===== config.mk =====
export PLATFORM = sky130hd
export DESIGN_NAME = dsc_ram
export DESIGN_NICKNAME = d
export VERILOG_FILES = /design/src/dsc_ram.sv
export SDC_FILE = /design/constraint.sdc
export NUM_CORES = 2
export LEC_CHECK = 0
export ABC_AREA = 1
export BUFFER_PORTS_ARGS = -buffer_cell sky130_fd_sc_hd__buf_2
export CAP_MARGIN = 20
export CORE_ASPECT_RATIO = 1.75
export CORE_MARGIN = 10
export CORE_UTILIZATION = 60
export CTS_CLUSTER_SIZE = 40
export DETAILED_ROUTE_END_ITERATION = 16
export PLACE_DENSITY_LB_ADDON = 0.2
export SLEW_MARGIN = 10
export SYNTH_ARGS = -nofsm -noshare
export SYNTH_HDL_FRONTEND = slang
export SYNTH_SLANG_ARGS = --single-unit

===== constraint.sdc =====
create_clock -name clock -period 4 [get_ports clock]
set_input_delay 0 -clock clock [delete_from_list [all_inputs] [get_ports clock]]
set_output_delay 0 -clock clock [all_outputs]
set_load 0.02 [all_outputs]

===== src/dsc_ram.sv =====
// Generic single-write, single-read synchronous RAM with registered read data.
// No dependencies.
module dsc_ram #(
   parameter int WIDTH = 32,
   parameter int DEPTH = 128
) (
   input  logic                     clock,
   input  logic                     we,
   input  logic [$clog2(DEPTH)-1:0] waddr,
   input  logic [WIDTH-1:0]         wdata,
   input  logic [$clog2(DEPTH)-1:0] raddr,
   output logic [WIDTH-1:0]         rdata
);
   logic [WIDTH-1:0] mem [DEPTH];
   logic [WIDTH-1:0] rdata_ff;

   always_ff @(posedge clock) begin
      if (we) begin
         mem[waddr] <= wdata;
      end
      rdata_ff <= mem[raddr];
   end

   assign rdata = rdata_ff;
endmodule


==> out/results.tsv <==
stage	metric	value	unit
routing	Detail Route Antenna Nets	0	
sta	RSZ-0062 raised after global routing	no	
global_route	initial antenna violation count	21	
setup_path	reg2reg path depth	9	
cts	worst-skew pair later-pin latency	940	ps
global_route	Total Routing Usage GR	32.0	%
setup_path	CP endpoint	rdata[13]	
yosys	Synth Register Bits	4128	
cts	CTS buffer count	353	
placement	DP Worst Slack	795	ps
finish	most frequent cells in the layout	4147 x nand2_1, 4096 x edfxtp_1, 4035 x nand3_1	
finish	most common cell after layout, fill and taps aside	nand2_1	
yosys	Syn Inst Count	13400	
finish	Layout fillers	19200	
flow_run	max_cap viols	0	
pwr	Lkg Pwr	63.1	nW
cts	CTS tree	yes	
min_path	Hold Crit Depth	8	
floorplan	num rows	254	
sta	WHS	82.8	ps
outcome	status	finished, final reports clean	
setup_path	CP Buf/Inv Count	5	
routing	routed via count	110000	
setup_path	CP most frequent cell	nand3_1	
floorplan	Initial Utilization	60.2	%
routing	# DRC	0	
yosys	syn_nets	13400	
floorplan	Die Y	713	um
yosys	synth unique cells	15	
sta	Final min period	3030	ps
cts	H-tree level count	5	
floorplan	Die X	416	um
yosys	Ys Warns	0	
setup_path	CP startpoint kind	input port	
finish	layout cells sized above 1	7.85	%
yosys	Synth Area per Inst	12.3	um2
routing	DRT iter0 DRCs	13800	
finish	Syn-to-layout area delta	10.6	%
sta	Slew @ Worst Pin	1300	ps
routing	Post-Route WL	488000	um
global_route	largest net degree at the start of global routing	197	
floorplan	Die ar.	297000	um2
setup_path	Worst path max stage delay	660	ps
setup_path	Critical Path AT	3840	ps
setup_path	FF-to-FF End	rdata[29]	
setup_path	crit end category	flip-flop	
setup_path	R2R Path Start	mem[65][29]	
routing	vias per inst	6.37	
yosys	post-synth top area share	74.7	%
yosys	Synth area leaders	edfxtp_1 75%, nand3_1 12%, nand2_1 9.5%	
setup_path	required time worst endpoint	4810	ps
placement	Final GP Congestion	0.951	
sta	Max Transition Viols Final	0	
sta	Worst Clk Skew	58.3	ps
setup_path	Worst setup startpoint	raddr[3]	
sta	final hold viol count	0	
setup_path	worst setup path class	in -> reg	
placement	hpwl dp	287000	um
finish	Layout Nets	13400	
routing	drt first pass iters	8	
cts	root buf cell	clkbuf_16	
floorplan	Core Box Area	273000	um2
sta	Achievable Freq	330	MHz
sta	Setup TNS	0	ps
pwr	Peak VDD IR	0.000459	V
setup_path	delay-heaviest family, CP	buffers and inverters	
yosys	area leader, netlist	edfxtp_1	
routing	Routed wire per std cell	28.3	um
cts	post_cts resized	0	
cts	clk slew on worst S/H paths	60	ps
sta	Setup violations, final	0	
sta	Slew HR	13.6	%
cts	# clock sinks	4128	
setup_path	Critical Path Stages	10	
floorplan	Top-Level Pins	80	
global_route	vias in the first global route	105000	
setup_path	slowest CP cell	inv_8	
sta	Final WS setup	972	ps
pwr	power density over the cells	481	nW/um2
yosys	Post-Syn Area	165000	um2
setup_path	crit-path max FO	63	
setup_path	reg2reg setup slack	1610	ps
yosys	register area share after synthesis	75.1	%
global_route	total gr overflow	0	
min_path	Min-Delay Path Class	in -> reg	
global_route	global-route wire length before repair	705000	um
setup_path	critical-path cell list	dlygate4sd3_1, buf_8, inv_8, buf_12, buf_12, nand3_1, nand3_1, nand3_1, nand3_1, nand2_1	
cts	Clock Tree Buf Depth	4	
placement	port bufs	79	
sta	Tcrit/Tclk final	75.7	%
finish	Final Util	66.6	%
Yosys cell counts:
cell      count
edfxtp_1   4096
inv_4         2
buf_4        86
buf_1       100
inv_2         2
clkbuf_1    109
nor2_1      134
buf_8         1
nor3_1        8
nand3_1    4035
dfxtp_1      32
inv_1        20
buf_2       602
nand2_1    4151
buf_6        11
state kept, by name, summed over array words and instances, names as in the netlist:
| signal | cells |
|---|---|
| mem | 4096 |
| rdata | 32 |
cell families after synthesis:
logic type,after synthesis,synth area share (%)
DFF,4128,75.1
and+or+nand+nor,8328,22.1
buffers and inverters,933,2.84
layout make-up:
| cell class | instances | area [um2] | area share [%] |
|---|---|---|---|
| clock buffer | 452 | 9570 | 5.26 |
| timing repair buffer | 512 | 5280 | 2.90 |
| sequential | 4128 | 124000 | 67.9 |
| antenna | 36 | 90.1 | 0.0495 |
| clock inverter | 182 | 1520 | 0.837 |
| multi-input combinational | 8328 | 37300 | 20.5 |
| tap | 3584 | 4480 | 2.46 |
| inverter | 24 | 143 | 0.0784 |
worst min path at each step:
stage	from	end	slack [ps]
4_1_cts	raddr[0]	rdata[11]	10
5_1_grt	raddr[1]	rdata[26]	100
6_report	raddr[1]	rdata[26]	80
2_1_floorplan	wdata[0]	mem[0][0]	100
3_3_place_gp	rdata[19]	rdata[19]	500
3_5_place_dp	rdata[19]	rdata[19]	500
timing repair:
item / CTS / global route
buffers inserted: 0 / 0
hold buffers: 51 / 0
endpoints found under the hold margin: 3081 / 0
power breakdown:
| group | switching, W | total [W] | internal, W | leakage (nW) |
|---|---|---|---|---|
| Clock | 0.0152 | 0.0338 | 0.0186 | 5.42 |
| Sequential | 0.000186 | 0.0479 | 0.0477 | 37.1 |
| Combinational | 0.00450 | 0.00585 | 0.00135 | 20.5 |
metal layers:
metal	wire (um)	share of wire (%)	GRT usage, %	up-vias
li1	-	-	-	47800
met1	163000	33	38.7	54000
met2	237000	49	52.2	6747
met3	46900	9.6	5.01	1317
met4	41000	8.4	23.7	6
met5	32	0.0066	0	-
worst min-delay path, stage by stage:
cell     delay, ps
buf_8          170
nand3_1        140
nand3_1         60
nand3_1         60
nand3_1        120
nand3_1        190
nand3_1         90
nand2_1         70
stage by stage:
stage / total power (W) / cell area, um2 / std cells
detailed placement: 0.0545 / 170000 / 16500
global route: 0.0896 / 182000 / 17200
floorplan: 0.0516 / 165000 / 13400
CTS: 0.0876 / 182000 / 17200
global placement: 0.0544 / 170000 / 16500
finish: 0.0876 / 182000 / 17200
(Power assumes the default switching activity.)
