[config.mk]
export PLATFORM = sky130hd
export DESIGN_NAME = dsc_seq
export DESIGN_NICKNAME = d
export VERILOG_FILES = /design/src/dsc_pkg.sv /design/src/dsc_seq.sv
export SDC_FILE = /design/constraint.sdc
export NUM_CORES = 1
export LEC_CHECK = 0
export BUFFER_PORTS_ARGS = -buffer_cell sky130_fd_sc_hd__clkbuf_2
export CAP_MARGIN = 10
export CORE_MARGIN = 4
export CORE_UTILIZATION = 42
export DETAILED_ROUTE_END_ITERATION = 7
export REMOVE_ABC_BUFFERS = 1
export SYNTH_ARGS = -nofsm -noshare
export SYNTH_HDL_FRONTEND = slang
export SYNTH_SLANG_ARGS = --single-unit
[constraint.sdc]
create_clock -name clock -period 3.3 [get_ports clock]
set_input_delay 0.33 -clock clock [delete_from_list [all_inputs] [get_ports clock]]
set_output_delay 0.33 -clock clock [all_outputs]
set_load 0.01 [all_outputs]
[src/dsc_pkg.sv]
// Shared types and constants for the divisible subsequence counter.
// No dependencies; compile first.
package dsc_pkg;

   localparam int DIGIT_W   = 4;
   localparam int MOD_REG_W = 8;
   localparam int OUT_W     = 32;
   localparam int RADIX     = 10;
   localparam logic [MOD_REG_W-1:0] MOD_RESET = 8'd1;

   // Control from the sequencer to the memory datapath.
   typedef struct packed {
      logic bank;      // 0: ram0 holds the live counts, ram1 is scratch
      logic wr_en;     // second stage writes scratch
      logic wr_scat;   // second stage is a scatter-add, else a copy
      logic fresh;     // live counts read as the restart pattern
      logic src_zero;  // second stage source index is remainder zero
      logic emit;      // load the result register
   } ctrl_type;

endpackage

[src/dsc_seq.sv]
// Sequencer: reduces digit and radix by the modulus, then runs the copy pass
// and the scatter-add pass over the count memories. Depends on dsc_pkg.
module dsc_seq #(
   parameter int MOD_LIMIT = 128
) (
   input  logic                             clock,
   input  logic                             reset,
   input  logic                             start,
   input  logic [dsc_pkg::DIGIT_W-1:0]      digit,
   input  logic                             last_digit,
   input  logic [dsc_pkg::MOD_REG_W-1:0]    modulus,
   input  logic                             restart,
   input  logic                             rsp_busy,
   output logic                             idle,
   output logic [$clog2(MOD_LIMIT)-1:0]     cur_raddr,
   output logic [$clog2(MOD_LIMIT)-1:0]     scr_raddr,
   output logic [$clog2(MOD_LIMIT)-1:0]     wr_addr,
   output dsc_pkg::ctrl_type                ctrl
);
   import dsc_pkg::*;

   localparam int AW = $clog2(MOD_LIMIT);
   localparam int MW = $clog2(MOD_LIMIT + 1);
   localparam int XW = (MW > DIGIT_W) ? MW : DIGIT_W;
   localparam int EW = (MW > MOD_REG_W) ? MW : MOD_REG_W;

   typedef enum logic [4:0] {
      S_IDLE = 5'b00001,
      S_PREP = 5'b00010,
      S_COPY = 5'b00100,
      S_SCAT = 5'b01000,
      S_DONE = 5'b10000
   } state_type;

   state_type       state_ff, state_in;
   logic [MW-1:0]   m_ff, m_in;
   logic [XW-1:0]   d_ff, d_in;
   logic [XW-1:0]   step_ff, step_in;
   logic            last_ff, last_in;
   logic [MW-1:0]   r_ff, r_in;
   logic [MW-1:0]   t_ff, t_in;
   logic            bank_ff, bank_in;
   logic            fresh_ff, fresh_in;
   logic            p_valid_ff, p_valid_in;
   logic            p_scat_ff, p_scat_in;
   logic [AW-1:0]   p_r_ff, p_r_in;
   logic [AW-1:0]   p_t_ff, p_t_in;

   logic [EW-1:0]   mod_e;
   logic [EW-1:0]   eff_e;
   logic [XW-1:0]   m_x;
   logic            d_ge;
   logic            s_ge;
   logic            r_end;
   logic [MW:0]     t_sum;
   logic [MW-1:0]   t_next;
   logic            emit;

   always_comb begin
      mod_e = EW'(modulus);
      if (mod_e == '0) begin
         eff_e = EW'(1);
      end else if (mod_e > EW'(MOD_LIMIT)) begin
         eff_e = EW'(MOD_LIMIT);
      end else begin
         eff_e = mod_e;
      end
   end

   assign m_x   = XW'(m_ff);
   assign d_ge  = d_ff >= m_x;
   assign s_ge  = step_ff >= m_x;
   assign r_end = r_ff == (m_ff - MW'(1));
   assign t_sum = {1'b0, t_ff} + {1'b0, MW'(step_ff)};

   // step and t both lie below the modulus, so one subtract wraps the sum
   always_comb begin
      if (t_sum >= {1'b0, m_ff}) begin
         t_next = MW'(t_sum - {1'b0, m_ff});
      end else begin
         t_next = MW'(t_sum);
      end
   end

   always_comb begin
      state_in = state_ff;
      m_in     = m_ff;
      d_in     = d_ff;
      step_in  = step_ff;
      last_in  = last_ff;
      r_in     = r_ff;
      t_in     = t_ff;
      bank_in  = bank_ff;
      fresh_in = fresh_ff;
      emit     = 1'b0;
      case (state_ff)
         S_IDLE: begin
            if (start) begin
               m_in     = MW'(eff_e);
               d_in     = XW'(digit);
               step_in  = XW'(RADIX);
               last_in  = last_digit;
               state_in = S_PREP;
            end
         end
         S_PREP: begin
            if (d_ge) begin
               d_in = d_ff - m_x;
            end
            if (s_ge) begin
               step_in = step_ff - m_x;
            end
            if (!d_ge && !s_ge) begin
               t_in     = MW'(d_ff);
               r_in     = '0;
               state_in = S_COPY;
            end
         end
         S_COPY: begin
            r_in = r_ff + MW'(1);
            if (r_end) begin
               r_in     = '0;
               state_in = S_SCAT;
            end
         end
         S_SCAT: begin
            r_in = r_ff + MW'(1);
            t_in = t_next;
            if (r_end) begin
               state_in = S_DONE;
            end
         end
         S_DONE: begin
            // drain the last write, then swap banks; after the last digit, hand off the count
            if (!p_valid_ff && !(last_ff && rsp_busy)) begin
               emit     = last_ff;
               bank_in  = !bank_ff;
               fresh_in = last_ff;
               state_in = S_IDLE;
            end
         end
         default: begin
            state_in = S_IDLE;
         end
      endcase
      if (restart) begin
         fresh_in = 1'b1;
      end
   end

   assign p_valid_in = (state_ff == S_COPY) || (state_ff == S_SCAT);
   assign p_scat_in  = state_ff == S_SCAT;
   assign p_r_in     = r_ff[AW-1:0];
   assign p_t_in     = t_ff[AW-1:0];

   always_ff @(posedge clock) begin
      if (reset) begin
         state_ff   <= S_IDLE;
         bank_ff    <= 1'b0;
         fresh_ff   <= 1'b1;
         p_valid_ff <= 1'b0;
      end else begin
         state_ff   <= state_in;
         bank_ff    <= bank_in;
         fresh_ff   <= fresh_in;
         p_valid_ff <= p_valid_in;
      end
   end

   always_ff @(posedge clock) begin
      m_ff      <= m_in;
      d_ff      <= d_in;
      step_ff   <= step_in;
      last_ff   <= last_in;
      r_ff      <= r_in;
      t_ff      <= t_in;
      p_scat_ff <= p_scat_in;
      p_r_ff    <= p_r_in;
      p_t_ff    <= p_t_in;
   end

   assign idle      = state_ff == S_IDLE;
   assign cur_raddr = r_ff[AW-1:0];
   assign scr_raddr = t_ff[AW-1:0];
   assign wr_addr   = p_scat_ff ? p_t_ff : p_r_ff;

   assign ctrl.bank     = bank_ff;
   assign ctrl.wr_en    = p_valid_ff;
   assign ctrl.wr_scat  = p_scat_ff;
   assign ctrl.fresh    = fresh_ff;
   assign ctrl.src_zero = p_r_ff == '0;
   assign ctrl.emit     = emit;
endmodule

==> results of run 1 <==
-- per-layer routing --
metal  routed length (µm)  vias to the layer above  GRT usage
met2                 4430                       91      0.258
met3                  460                       17     0.0300
li1                     -                     1593          -
met1                 4440                     1519      0.233
met4                  253                        0     0.0730
met5                    0                        -          0
-- logic make-up after synthesis --
group | after synthesis | synth area share
flops | 64 | 0.405
mux | 11 | 0.0285
xor+xnor | 35 | 0.0734
compound gates | 85 | 0.136
fa+ha+maj | 39 | 0.124
buf+inv | 49 | 0.0614
simple gates | 139 | 0.172
-- synthesized netlist by cell type (2+ instances only) --
master | instances | area, µm²
nand2_1 | 27 | 101
inv_1 | 21 | 78.8
nor3_1 | 2 | 10.0
and3_1 | 5 | 31.3
o31a_1 | 2 | 17.5
o41ai_1 | 2 | 17.5
a21o_1 | 6 | 45.0
o21bai_1 | 2 | 15.0
a21oi_1 | 27 | 135
o21a_1 | 5 | 37.5
nor2b_1 | 12 | 75.1
nor4_1 | 3 | 18.8
nor2_1 | 43 | 161
or2_2 | 3 | 18.8
o211ai_1 | 4 | 30.0
edfxtp_1 | 41 | 1230
nand2b_1 | 6 | 37.5
or4_1 | 2 | 15.0
xor2_1 | 17 | 149
nor3b_1 | 2 | 15.0
and4_1 | 3 | 26.3
nand4_1 | 5 | 31.3
mux2_2 | 7 | 78.8
ha_1 | 34 | 425
clkbuf_1 | 6 | 22.5
dfxtp_1 | 23 | 460
o21ai_0 | 17 | 85.1
a2111oi_2 | 2 | 30.0
fa_1 | 4 | 80.1
buf_4 | 19 | 143
a21oi_2 | 2 | 17.5
o31ai_1 | 4 | 30.0
mux2i_1 | 4 | 40.0
nand3b_1 | 2 | 15.0
a211oi_1 | 2 | 15.0
xnor2_1 | 18 | 158
or3_1 | 4 | 25.0
nand3_1 | 13 | 65.1
-- area by class of cell --
| class | instances | share of cell area |
|---|---|---|
| clock buffer | 10 | 0.0286 |
| sequential | 64 | 0.351 |
| multi-input combinational | 309 | 0.471 |
| clock inverter | 6 | 0.0239 |
| timing repair buffer | 62 | 0.0735 |
| tap | 133 | 0.0345 |
| inverter | 22 | 0.0171 |
-- cell usage in the layout, fill, tap and decap left out, drive strengths merged, types with 3 or more instances in the layout --
cell,count
a21o,7
a21oi,29
and3,5
and4,3
buf,17
bufinv,3
clkbuf,55
dfxtp,23
edfxtp,41
fa,4
ha,34
inv,23
mux2,7
mux2i,4
nand2,27
nand2b,6
nand3,14
nand4,5
nor2,45
nor2b,12
nor3,3
nor3b,3
nor4,3
o211ai,4
o21a,5
o21ai,18
o31ai,4
o41ai,3
or2,3
or3,4
xnor2,18
xor2,17
-- what timing repair did --
action	4_1_cts	5_1_grt
setup buffers	1	6
cloned	0	1
pin swaps	1	10
resized for setup	1	8
setup endpoints to repair	6	16
-- path summary, 6_finish.rpt --
path | to | slack [ps] | cells past startpoint | from
worst max register to register | t_ff[6] | 40 | 11 | t_ff[0]
worst max-delay path | t_ff[6] | 40 | 11 | t_ff[0]
worst min-delay path | last_ff | 170 | 1 | last_digit
worst min register to register | p_t_ff[6] | 410 | 0 | t_ff[6]
-- metrics by stage --
| stage | area, µm² | util | instances |
|---|---|---|---|
| 3_3_place_gp | 4460 | 0.458 | 582 |
| 3_5_place_dp | 4460 | 0.458 | 582 |
| 4_1_cts | 4730 | 0.486 | 599 |
| 5_1_grt | 4820 | 0.495 | 606 |
| 6_report | 4820 | 0.495 | 606 |
| 2_1_floorplan | 4000 | - | 395 |
-- sequential cells by signal (all words and copies together), names as in the netlist, 5 cells and up --
register  count
d_ff          8
m_ff          8
r_ff          8
step_ff       8
t_ff          8
p_r_ff        7
p_t_ff        7
state_ff      5
-- power by group --
| part | switching [µW] | total (µW) | internal [µW] |
|---|---|---|---|
| Sequential | 46.1 | 957 | 911 |
| Clock | 328 | 854 | 526 |
| Combinational | 403 | 744 | 341 |
| Total | 777 | 2550 | 1780 |
==> results.cfg, run 1 <==
[detailed_routing]
drt_pre_antenna_iters = 4
wl_per_cell_um = 15.8
drtIter0Drc = 135
via_per_inst = 5.31
drtAntennaViolNets = 0
routed-via-count = 3220
drcViolationCount = 0
drt_wl_total_um = 9580

[worst_setup_path]
cp.arrival_ps = 3340
critPathSlowestCell = fa_2
cp_max_fo = 5
crit_type = flip-flop to flip-flop
crit_chain = ha_4 -> fa_2 -> ha_1 -> nor2b_1 -> o31a_1 -> o31a_1 -> o211ai_1 -> nand3_2 -> buf_6 -> mux2i_1 -> a21oi_1
critPathRequiredTime_ps = 3380
critPathTopFamily = adder cells
cp_num_buf_inv = 1
slowest_delay_ps = 580
cpMostUsedCell = o31a_1
start_kind = flip-flop
crit_path_end_kind = flip-flop

[power]
p_leak_uw = 0.00199
peakVddDrop_mv = 0.233
finalPower_uw = 2550
power_density_mw_per_mm2 = 530

[yosys]
synth-async-reset-ratio = 0
synth_cell_types = 59
synth.avg_cell_area_um2 = 9.89
synth_cells = 422
seq_area_frac_synth = 0.405
synthesis.area_mm2 = 0.00418
yosys_warnings = 0
ys_ff_latch = 64
yosys_most_used_dff = edfxtp_1
synth-edff-count = 41

[layout]
seq_area_mm2 = 0.00169
antenna_cells = 0
fill_cells = 947
syn_to_final_growth_pct = 15.4
drive_gt1_frac = 0.230
multiInputGateArea_mm2 = 0.00227
nets = 524

[timing]
hold_violations = 0
finalSetupViolCount = 0
period_share = 0.987
period_needed_ps = 3260
slew_headroom = 0.581
tns_ps = 0
whs_ps = 168
rsz0062_at_grt = yes
maxSlewViolCount = 0
fin_skew_ps = 9.99
fin_ws_ps = 42.3
tightest_slew_ps = 629
max_freq_ghz = 0.307

[global_route]
antenna_found_initial = 0
grt_pass1_wl_um = 15200
grt_overflow_total = 0
grt_start_max_net_pins = 20
grt_usage = 0.168
grt_pass1_vias = 3105

[hold_path]
hold_class = input port to flip-flop

[cts]
cts_sinks = 64
clkTransAtPathRegs_ps = 70
ctsRootBufferMaster = clkbuf_8
cts_tree = yes
cts_buffers = 9
insertion_delay_ps = 340
clock_path_buffers = 2
postCtsHoldBufs = 0
h-tree-depth = 3

[flow_run]
max_cap_violations = 0

[floorplan]
coreArea_mm2 = 0.00973
die_area_mm2 = 0.0116
io-pin-count = 46
fp.dieW_um = 108
row_count = 36
die_h_um = 108
initial_core_util = 0.429

[placed_design]
port_buffers = 45
hpwl_um = 7330
dp_slack_ps = -13.1
place.gp.congestion = 0.893

[status]
status = finished, final reports clean
No activity file was read; power rests on OpenSTA's default activity.
==> run 2: changes to the inputs <==
- BUFFER_PORTS_ARGS: -buffer_cell sky130_fd_sc_hd__clkbuf_2 -> unset
- DONT_BUFFER_PORTS: unset -> 1
==> results.cfg, run 2 (synthesis results as in run 1) <==
[cts]
cts_buffers = 9
cts_sinks = 64
insertion_delay_ps = 340
clock_path_buffers = 2
clkTransAtPathRegs_ps = 70
postCtsHoldBufs = 0
ctsRootBufferMaster = clkbuf_8
h-tree-depth = 3
cts_tree = yes

[worst_setup_path]
crit_path_end_kind = flip-flop
crit_type = flip-flop to flip-flop
r2r-start = step_ff[1]
timing.rr.end = t_ff[6]
cp_max_fo = 5
r2r_slack_ps = 100
critPathRequiredTime_ps = 3370
start_kind = flip-flop
cp.arrival_ps = 3270
rr_worst_depth = 13

[layout]
fill_cells = 944
antenna_cells = 0
nets = 491
drive_gt1_frac = 0.173
final_common_cell = nor2_1
syn_to_final_growth_pct = 11.5
final_cell_mix = 42 x nor2_1, 41 x edfxtp_1, 33 x ha_1

[timing]
finalSetupViolCount = 0
period_share = 0.968
whs_ps = 50.7
period_needed_ps = 3200
max_freq_ghz = 0.313
slew_headroom = 0.358
hold_violations = 0
fin_skew_ps = 11.5
tightest_slew_ps = 962
maxSlewViolCount = 0
rsz0062_at_grt = yes

[flow_run]
max_cap_violations = 0

[detailed_routing]
drt_wl_total_um = 9790
drt_pre_antenna_iters = 4
routed-via-count = 3049
drcViolationCount = 0
drtAntennaViolNets = 0
via_per_inst = 5.32
drtIter0Drc = 135
wl_per_cell_um = 17.1

[power]
p_leak_uw = 0.00185
power_density_mw_per_mm2 = 515
finalPower_uw = 2400
peakVddDrop_mv = 0.192

[global_route]
antenna_found_initial = 0
grt_overflow_total = 0
grt_start_max_net_pins = 20
grt_usage = 0.168
grt_pass1_wl_um = 15000
grt_pass1_vias = 2899

[hold_path]
worstHoldPathCells = 1
hold_class = input port to flip-flop
worstHoldStart = reset
whs_endpoint = state_ff[3]

[floorplan]
die_h_um = 108
fp.dieW_um = 108
coreArea_mm2 = 0.00973
initial_core_util = 0.429
io-pin-count = 46
row_count = 36
die_area_mm2 = 0.0116

[placed_design]
port_buffers = 0
hpwl_um = 7230
place.gp.congestion = 0.851

[status]
status = finished, final reports clean
[run 2: per-stage QoR]
step | instances | setup TNS [ps] | cell area [µm²] | utilization | setup WS (ps)
detailed placement | 547 | -202 | 4310 | 0.443 | -66.1
floorplan | 395 | 0 | 4000 | - | 186
CTS | 563 | 0 | 4520 | 0.465 | 11.2
global route | 573 | -208 | 4650 | 0.478 | -70.4
finish | 573 | 0 | 4650 | 0.478 | 104
global placement | 547 | 0 | 4310 | 0.443 | 32.2
[run 2: critical path, stage by stage (launching register included)]
cell and delay, ps:
edfxtp_1 450, ha_1 310, a21o_1 190, a211oi_2 240, nor2_1 110, o41ai_2 370, xnor2_1 160, ha_1 330
buf_4 150, o211ai_1 70, buf_4 170, nand3_4 120, mux2i_1 170, a21oi_1 100
[run 2: power by group]
part | total [µW] | internal, µW | switching [µW]
Clock | 680 | 389 | 291
Sequential | 954 | 911 | 42.9
Combinational | 764 | 350 | 414
[run 2: layer usage]
metal  share of wire  GRT usage  vias to the layer above
li1                -          -                     1529
met1            0.46      0.235                     1421
met2            0.47      0.250                       85
met3           0.057     0.0414                       14
met4           0.021     0.0613                        0
met5               0          0                        -
[run 2: final cells by class]
type | count | area [µm²] | area share
multi-input cells | 310 | 2300 | 0.495
repair buffers | 28 | 210 | 0.0452
clock buffers | 13 | 159 | 0.0341
clock inverters | 3 | 40.0 | 0.00860
inverters | 22 | 82.6 | 0.0177
flip-flops and latches | 64 | 1690 | 0.363
well taps | 133 | 166 | 0.0358
[run 2: worst max-delay path by stage]
stage / slack (ps) / startpoint / cells past startpoint / endpoint
floorplan: 190 / t_ff[0] / 12 / t_ff[1]
global placement: 30 / t_ff[1] / 12 / t_ff[4]
detailed placement: -70 / t_ff[0] / 11 / t_ff[6]
CTS: 10 / t_ff[1] / 12 / t_ff[6]
global route: -70 / step_ff[1] / 13 / t_ff[6]
finish: 100 / step_ff[1] / 13 / t_ff[6]
[run 2: what timing repair did]
action / CTS / global route
gates resized for setup: 2 / 11
setup endpoints to repair: 6 / 8
pin swaps: 0 / 11
gates cloned: 0 / 1
setup buffers: 0 / 9
==> run 3: changes to the inputs <==
- REMOVE_ABC_BUFFERS: 1 -> unset
==> results.cfg, run 3 (synthesis results as in run 1) <==
[floorplan]
die_area_mm2 = 0.0116
initial_core_util = 0.429
coreArea_mm2 = 0.00973
row_count = 36
fp.dieW_um = 108
io-pin-count = 46
die_h_um = 108

[layout]
antenna_cells = 0
fin_util = 0.465
final_common_cell = nor2_1
syn_to_final_growth_pct = 8.24
drive_gt1_frac = 0.148
finalInstanceArea_mm2 = 0.00452
nets = 484
fin_cells = 566
final_cell_mix = 43 x nor2_1, 41 x edfxtp_1, 34 x ha_1

[cts]
postCtsHoldBufs = 0
insertion_delay_ps = 340
ctsRootBufferMaster = clkbuf_8
clkTransAtPathRegs_ps = 70
cts_buffers = 9
clock_path_buffers = 2
cts_sinks = 64
h-tree-depth = 3
cts_tree = yes

[timing]
period_share = 0.971
tightest_slew_ps = 930
maxSlewViolCount = 0
fin_skew_ps = 12.6
finalSetupViolCount = 0
max_freq_ghz = 0.312
whs_ps = 55.9
period_needed_ps = 3200
slew_headroom = 0.380
hold_violations = 0

[global_route]
grt_start_max_net_pins = 20
grt_pass1_vias = 2949
grt_usage = 0.168
grt_overflow_total = 0
grt_pass1_wl_um = 15000
antenna_found_initial = 0

[worst_setup_path]
crit_chain = ha_1 -> fa_2 -> xor2_1 -> ha_1 -> o21a_1 -> o31a_1 -> o31a_1 -> o211ai_1 -> buf_4 -> nand3_4 -> mux2i_1 -> a21oi_1
cp_max_fo = 10
crit_path_end_kind = flip-flop
critPathTopFamily = adder cells
r2r-start = t_ff[0]
crit_start = t_ff[0]
slowest_delay_ps = 400
crit_type = flip-flop to flip-flop
critPathRequiredTime_ps = 3370
rr_worst_depth = 12
r2r_slack_ps = 100
critPathSlowestCell = edfxtp_1
cp_num_buf_inv = 1
timing.rr.end = t_ff[4]
start_kind = flip-flop
cp.arrival_ps = 3280

[placed_design]
hpwl_um = 7170
port_buffers = 0
placed_cells = 545
place.gp.congestion = 0.949
dpl_cell_area_mm2 = 0.00430

[detailed_routing]
wl_met2_um = 4270
drt_pre_antenna_iters = 4
via_per_inst = 5.35
maxUsedRoutingLayer = met4
drcViolationCount = 0
routed-via-count = 3029
wirelength_met1_um = 4410
drtIter0Drc = 146
drt_wl_total_um = 9400
wl_per_cell_um = 16.6
wl_met3_um = 630
drtAntennaViolNets = 0

[power]
finalPower_uw = 2240
power_density_mw_per_mm2 = 495
p_leak_uw = 0.00179
peakVddDrop_mv = 0.210

[hold_path]
worstHoldPathCells = 1
whs_endpoint = state_ff[4]
worstHoldStart = reset
hold_class = input port to flip-flop

[flow_run]
max_cap_violations = 0

[status]
status = finished, final reports clean

[yosys]
syn-num-nets = 478
run 3: how the worst max path moves through the flow:
| stage | slack [ps] | depth (start not counted) | end |
|---|---|---|---|
| 2_1_floorplan | 260 | 12 | t_ff[1] |
| 3_3_place_gp | 50 | 11 | t_ff[6] |
| 3_5_place_dp | 20 | 11 | t_ff[6] |
| 4_1_cts | 20 | 11 | t_ff[6] |
| 5_1_grt | -20 | 12 | t_ff[6] |
| 6_report | 100 | 12 | t_ff[4] |
run 3: report_power, final:
part / internal (µW) / switching, µW / leakage [µW] / total, µW
registers: 911 / 42.6 / 0.000576 / 954
clock network: 268 / 305 / 0.0000858 / 573
logic: 317 / 392 / 0.00113 / 709
total: 1500 / 740 / 0.00179 / 2240
run 3: final cells by class:
class | instances | area, µm²
Clock inverter | 6 | 36.3
Fill cell | 957 | 5210
Multi-Input combinational cell | 309 | 2250
Inverter | 22 | 82.6
Timing Repair Buffer | 22 | 165
Clock buffer | 10 | 128
Sequential cell | 64 | 1690
Tap cell | 133 | 166
run 3: routing by layer:
layer,GRT usage,up-vias
met2,0.261,94
li1,-,1511
met3,0.0480,9
met4,0.0406,0
met5,0,-
met1,0.231,1415
run 3: timing repair:
action	4_1_cts	5_1_grt
setup buffers	0	5
setup endpoints to repair	4	8
gates resized for setup	1	3
pin swaps	0	2
run 3: through the flow:
| step | setup slack [ps] | setup TNS (ps) |
|---|---|---|
| after CTS | 15.6 | 0 |
| final | 95.3 | 0 |
| after global routing | -21.3 | -42.2 |
| after detailed placement | 18.1 | 0 |
| after floorplan | 255 | 0 |
| after global placement | 50.5 | 0 |
run 3: worst register-to-register path, cell delays in order (launching register included):
cell and delay, ps:
edfxtp_1 400, ha_1 250, fa_2 390, xor2_1 280
ha_1 300, o21a_1 180, o31a_1 120, o31a_1 270
o211ai_1 190, buf_4 150, nand3_4 140, mux2i_1 180
a21oi_1 90
